File: src/design/ifr_pkg.sv
// Shared types and constants for the IPv4 fragment reassembly tracker.
// No dependencies.
package ifr_pkg;

  localparam int DEF_CONTEXTS = 16;
  localparam int DEF_SPANS    = 16;

  localparam logic [31:0] TIMEOUT_RST   = 32'd30000;
  localparam logic [4:0]  MAX_CTX_RST   = 5'd16;
  localparam logic [4:0]  MAX_FRAGS_RST = 5'd16;

  localparam logic [1:0] REG_TIMEOUT   = 2'd0;
  localparam logic [1:0] REG_MAX_CTX   = 2'd1;
  localparam logic [1:0] REG_MAX_FRAGS = 2'd2;

  localparam logic [2:0] V_STORED    = 3'd0;
  localparam logic [2:0] V_TRIMMED   = 3'd1;
  localparam logic [2:0] V_DUP       = 3'd2;
  localparam logic [2:0] V_NO_CTX    = 3'd3;
  localparam logic [2:0] V_FLUSH     = 3'd4;
  localparam logic [2:0] V_REPEAT    = 3'd5;
  localparam logic [2:0] V_COMPLETE  = 3'd6;
  localparam logic [2:0] V_TICK      = 3'd7;

  // stored interval; span_start sits in the low bits
  typedef struct packed {
    logic [4:0]  cnt;
    logic [15:0] span_end;
    logic [15:0] span_start;
  } span_t;

  typedef struct packed {
    logic [15:0] cs;
    logic [15:0] ce;
    logic        has_prev;
    logic [15:0] pe;
    span_t       prv;
    logic        has_next;
    logic [15:0] ns;
    span_t       nxt;
  } plan_in_t;

  typedef struct packed {
    logic        direct;
    logic        dup;
    logic        trimmed;
    logic        mprev;
    logic        mnext;
    logic [15:0] kcs;
    logic [15:0] kce;
    span_t       m;
  } plan_t;

endpackage

File: src/design/ifr_trim_unit.sv
// Trim, duplicate and merge decision for one fragment against its neighbors.
// Depends on ifr_pkg.
module ifr_trim_unit (
  input  ifr_pkg::plan_in_t pin,
  output ifr_pkg::plan_t    pout
);

  always_comb begin
    pout = '0;
    pout.kcs = pin.cs;
    pout.kce = pin.ce;
    pout.direct = (pin.cs > pin.pe) && (!pin.has_next || pin.ce < pin.ns);
    if (!pout.direct) begin
      if (pin.has_next && pin.ns < pin.ce) begin
        if (pin.ns <= pin.cs) begin
          pout.dup = 1'b1;
        end else begin
          pout.kce = pin.ns;
          pout.trimmed = 1'b1;
        end
      end
      if (!pout.dup && pin.pe > pin.cs) begin
        if (pin.pe >= pout.kce) begin
          pout.dup = 1'b1;
        end else begin
          pout.kcs = pin.pe;
          pout.trimmed = 1'b1;
        end
      end
    end
    pout.mprev = !pout.direct && pin.has_prev && pout.kcs == pin.pe;
    pout.mnext = !pout.direct && pin.has_next && pout.kce == pin.ns;
    if (pout.mprev && pout.mnext) begin
      pout.m.span_start = pin.prv.span_start;
      pout.m.span_end   = pin.nxt.span_end;
      pout.m.cnt        = pin.prv.cnt + 5'd1 + pin.nxt.cnt;
    end else if (pout.mprev) begin
      pout.m.span_start = pin.prv.span_start;
      pout.m.span_end   = pout.kce;
      pout.m.cnt        = pin.prv.cnt + 5'd1;
    end else if (pout.mnext) begin
      pout.m.span_start = pout.kcs;
      pout.m.span_end   = pin.nxt.span_end;
      pout.m.cnt        = pin.nxt.cnt + 5'd1;
    end else begin
      pout.m.span_start = pout.kcs;
      pout.m.span_end   = pout.kce;
      pout.m.cnt        = 5'd1;
    end
  end

endmodule

File: config.mk
export PLATFORM = sky130hd
export DESIGN_NAME = ifr_trim_unit
export DESIGN_NICKNAME = d
export VERILOG_FILES = /design/src/design/ifr_pkg.sv /design/src/design/ifr_trim_unit.sv
export SDC_FILE = /design/constraint.sdc
export NUM_CORES = 1
export LEC_CHECK = 0
export BUFFER_PORTS_ARGS = -buffer_cell sky130_fd_sc_hd__buf_2
export CORE_MARGIN = 2
export CORE_UTILIZATION = 45
export DETAILED_ROUTE_END_ITERATION = 6
export GPL_TIMING_DRIVEN = 0
export PLACE_DENSITY = 0.83
export SLEW_MARGIN = 10
export SYNTH_ARGS = -nofsm -noshare
export SYNTH_HDL_FRONTEND = slang
export SYNTH_SLANG_ARGS = --single-unit
File: constraint.sdc
create_clock -name vclk -period 10.55
set_clock_uncertainty 0.1 [all_clocks]
set_input_delay 2.6375 -clock vclk [all_inputs]
set_output_delay 2.6375 -clock vclk [all_outputs]
set_load 0.02 [all_outputs]
==> Flow_metrics.wiki <==
{| class="wikitable"
! Metric !! Value
|-
| Synth Area in Adders || 0.284
|-
| Final Hold Viols || 0
|-
| Maximum vdd ir drop || 0.0311 mV
|-
| CP arrival || 7.42 ns
|-
| Avg Cell Area, Syn || 8.24 um^2
|-
| Post-DP HPWL || 9110 um
|-
| Total GRT Usage || 0.250
|-
| Drt first-iter violations || 104
|-
| Maximum frequency from static timing analysis || 0.0985 GHz
|-
| RD Place Congestion || 0.876
|-
| Count of final max-slew check failures || 0
|-
| Largest family of logic cells by synthesized area || adder cells
|-
| Sequential cell count || 0
|-
| Run status || finished clean
|-
| GRT Residual Overflow || 0
|-
| Die outline area || 7690 um^2
|-
| Number of top-level pins || 214
|-
| Die H || 87.7 um
|-
| Vias in the first global route || 3388
|-
| Placeable Area || 6790 um^2
|-
| Cts-stage hold buffer count || 0
|-
| Combined flip-flop and latch cell area || 0 um^2
|-
| Setup TNS || 0 ns
|-
| Synthesized-area fraction occupied by xor and xnor cells || 0.111
|-
| Simple-gate share of the synthesized area || 0.121
|-
| Layout overhead on the synthesized area || 33.1%
|-
| Initial antenna violation count || 0
|-
| DRC violations left || 0
|-
| Number of inserted diodes || 0
|-
| Post-synthesis mux area share || 0.246
|-
| RSZ-0062 raised after global routing || false
|-
| Setup bufs post-CTS || 0
|-
| Area of the mapped netlist || 3150 um^2
|-
| Global-route wire length before repair || 15400 um
|-
| Clock period minus final worst setup slack || 10.15 ns
|-
| DR WL/cell || 15.3 um
|-
| Maximum Capacitance Violations || 0
|-
| Share of the cycle needed by the critical path after routing || 0.962
|-
| Worst-path fanout max || 10
|-
| Layout Cells excl Fill || 661
|-
| Cell leakage power || 2.32 nW
|-
| Final layout net count || 778
|-
| Placed Cells incl. Taps || 661
|-
| Commonest non-fill, non-tap cell in the layout || sky130_fd_sc_hd__buf_2
|-
| First-pass iteration count of the detailed router || 4
|-
| Yosys warnings || 0
|-
| Largest cells by area after synthesis || sky130_fd_sc_hd__ha_1 28%, sky130_fd_sc_hd__mux2_2 20%, sky130_fd_sc_hd__inv_1 6.7%
|-
| Number of nets produced by synthesis || 594
|-
| Relative slew slack || 0.592
|-
| Placement-stage cell area || 4190 um^2
|-
| Final standard cell utilization of the core || 0.618
|-
| Share of final-layout standard cells stronger than drive strength 1 || 0.462
|-
| Area fraction in compound gates after synthesis || 0.155
|-
| HP Class || in -> out
|-
| CLK BUF || 0
|-
| Slowest cell on crit path || sky130_fd_sc_hd__or4_1
|-
| Total power density per cell area || 61.3 nW/um^2
|-
| Portion of the post-synthesis area used by sequential elements || 0
|-
| Fill cell total of the finished layout || 626
|-
| Detailed-route via count || 3619
|-
| Initial Util || 0.464
|-
| Maximum number of pins on one net before global-route repair || 11
|-
| Worst hold margin || 5.52 ns
|-
| Setup violations, final || 0
|-
| Required time worst endpoint || 7.81 ns
|-
| Residual antenna-violating net count after detailed routing || 0
|-
| Critical Path End Type || output pin
|-
| Detail-routed via count per cell || 5.48
|-
| Port Buffer Count || 182
|-
| Category of the critical setup timing path || in -> out
|-
| Maximum single-stage delay on the critical path || 0.52 ns
|-
| Final cell area excluding filler cells || 4200 um^2
|-
| Chip Width || 87.7 um
|-
| Startpoint Class || primary input
|-
| Least-Margin Pin Slew || 0.596 ns
|-
| Multi-input combinational cell area || 2900 um^2
|-
| Cells along the critical path || buf_2 > ha_1 > and3_1 > a221o_1 > o211ai_1 > o211a_2 > o21ai_2 > clkbuf_2 > mux2_2 > inv_1 > ha_1 > or4_1 > a21oi_1 > o21ai_0 > a21oi_2 > inv_1 > a211o_1 > buf_6 > buf_6 > mux2_4 > mux2_2 > buf_2
|-
| Cell type with the largest total area after synthesis || sky130_fd_sc_hd__ha_1
|-
| Row count || 30
|-
| Gate count of the mapped netlist || 383
|-
| Highest-count cells in the layout ignoring fill and taps || 185 x sky130_fd_sc_hd__buf_2, 70 x sky130_fd_sc_hd__ha_1, 56 x sky130_fd_sc_hd__inv_1
|-
| Yosys top cell area share || 0.278
|-
| Drt total wl || 10100 um
|-
| Distinct cell type count of the synthesized netlist || 52
|}
-- power breakdown --
group | internal [W] | switching [W]
registers | 0 | 0
clock network | 0 | 0
logic | 0.000112 | 0.000146
-- what timing repair did --
action / CTS / global route
endpoints found under the hold margin: 0 / 0
setup endpoints to repair: 0 / 29
resized for setup: 0 / 5
-- synthesized netlist by cell type (2+ instances only) --
| cell | instances |
|---|---|
| sky130_fd_sc_hd__a21boi_0 | 2 |
| sky130_fd_sc_hd__buf_6 | 2 |
| sky130_fd_sc_hd__o21a_1 | 4 |
| sky130_fd_sc_hd__a31oi_1 | 4 |
| sky130_fd_sc_hd__and4_1 | 2 |
| sky130_fd_sc_hd__mux2_4 | 9 |
| sky130_fd_sc_hd__inv_1 | 56 |
| sky130_fd_sc_hd__nor2b_1 | 2 |
| sky130_fd_sc_hd__a22o_1 | 3 |
| sky130_fd_sc_hd__nor2_1 | 7 |
| sky130_fd_sc_hd__mux2i_1 | 2 |
| sky130_fd_sc_hd__nand4_1 | 18 |
| sky130_fd_sc_hd__xor2_1 | 19 |
| sky130_fd_sc_hd__o21ai_0 | 10 |
| sky130_fd_sc_hd__xnor2_1 | 21 |
| sky130_fd_sc_hd__nor3_1 | 3 |
| sky130_fd_sc_hd__o211ai_1 | 3 |
| sky130_fd_sc_hd__nor4_1 | 6 |
| sky130_fd_sc_hd__nand3_1 | 12 |
| sky130_fd_sc_hd__ha_1 | 70 |
| sky130_fd_sc_hd__a21o_1 | 4 |
| sky130_fd_sc_hd__o31a_1 | 2 |
| sky130_fd_sc_hd__a21oi_1 | 27 |
| sky130_fd_sc_hd__a2111oi_0 | 2 |
| sky130_fd_sc_hd__mux2_2 | 55 |
| sky130_fd_sc_hd__nand2_1 | 10 |
| sky130_fd_sc_hd__buf_2 | 3 |
-- worst max-delay path: cells and delay by family --
family                   cells  cell delay [ns]
AO/OA/AOI/OAI                8             1.66
buffers and inverters        7             0.96
multiplexers                 3             0.88
AND/OR/NAND/NOR              2             0.73
adder cells (fa/ha/maj)      2             0.53
-- worst paths after layout --
path / start / to / slack [ns] / depth (start not counted)
max: pin[46] / pout[4] / 0.40 / 22
min: pin[55] / pout[1] / 5.52 / 3
-- through the flow --
step | worst slack (ns) | power (W)
after global placement | 0.238 | 0.000248
after CTS | 0.144 | 0.000257
after detailed placement | 0.174 | 0.000255
after global routing | 0.0550 | 0.000282
final | 0.397 | 0.000257
after floorplan | 0.896 | 0.000167
-- cells by family after synthesis --
group / after synthesis
AO/OA/AOI/OAI: 74
XOR/XNOR: 40
adder cells (fa/ha/maj): 71
buffers and inverters: 64
multiplexers: 66
AND/OR/NAND/NOR: 68
-- per-layer routing --
layer  track usage  share of wire  wire (um)  up-vias
met2         0.472           0.49       5010      167
met3        0.0189          0.067        676       11
met4        0.0322         0.0097         98        0
met5             0              0          0        -
li1              -              -          -     1787
met1         0.315           0.43       4360     1654
-- area by class of cell --
type | instances | area share
inverter | 56 | 0.0501
timing repair buffer | 182 | 0.217
tap | 96 | 0.0286
buffer | 8 | 0.0131
multi-input combinational | 319 | 0.691
Power figures use the tool's default switching activity.
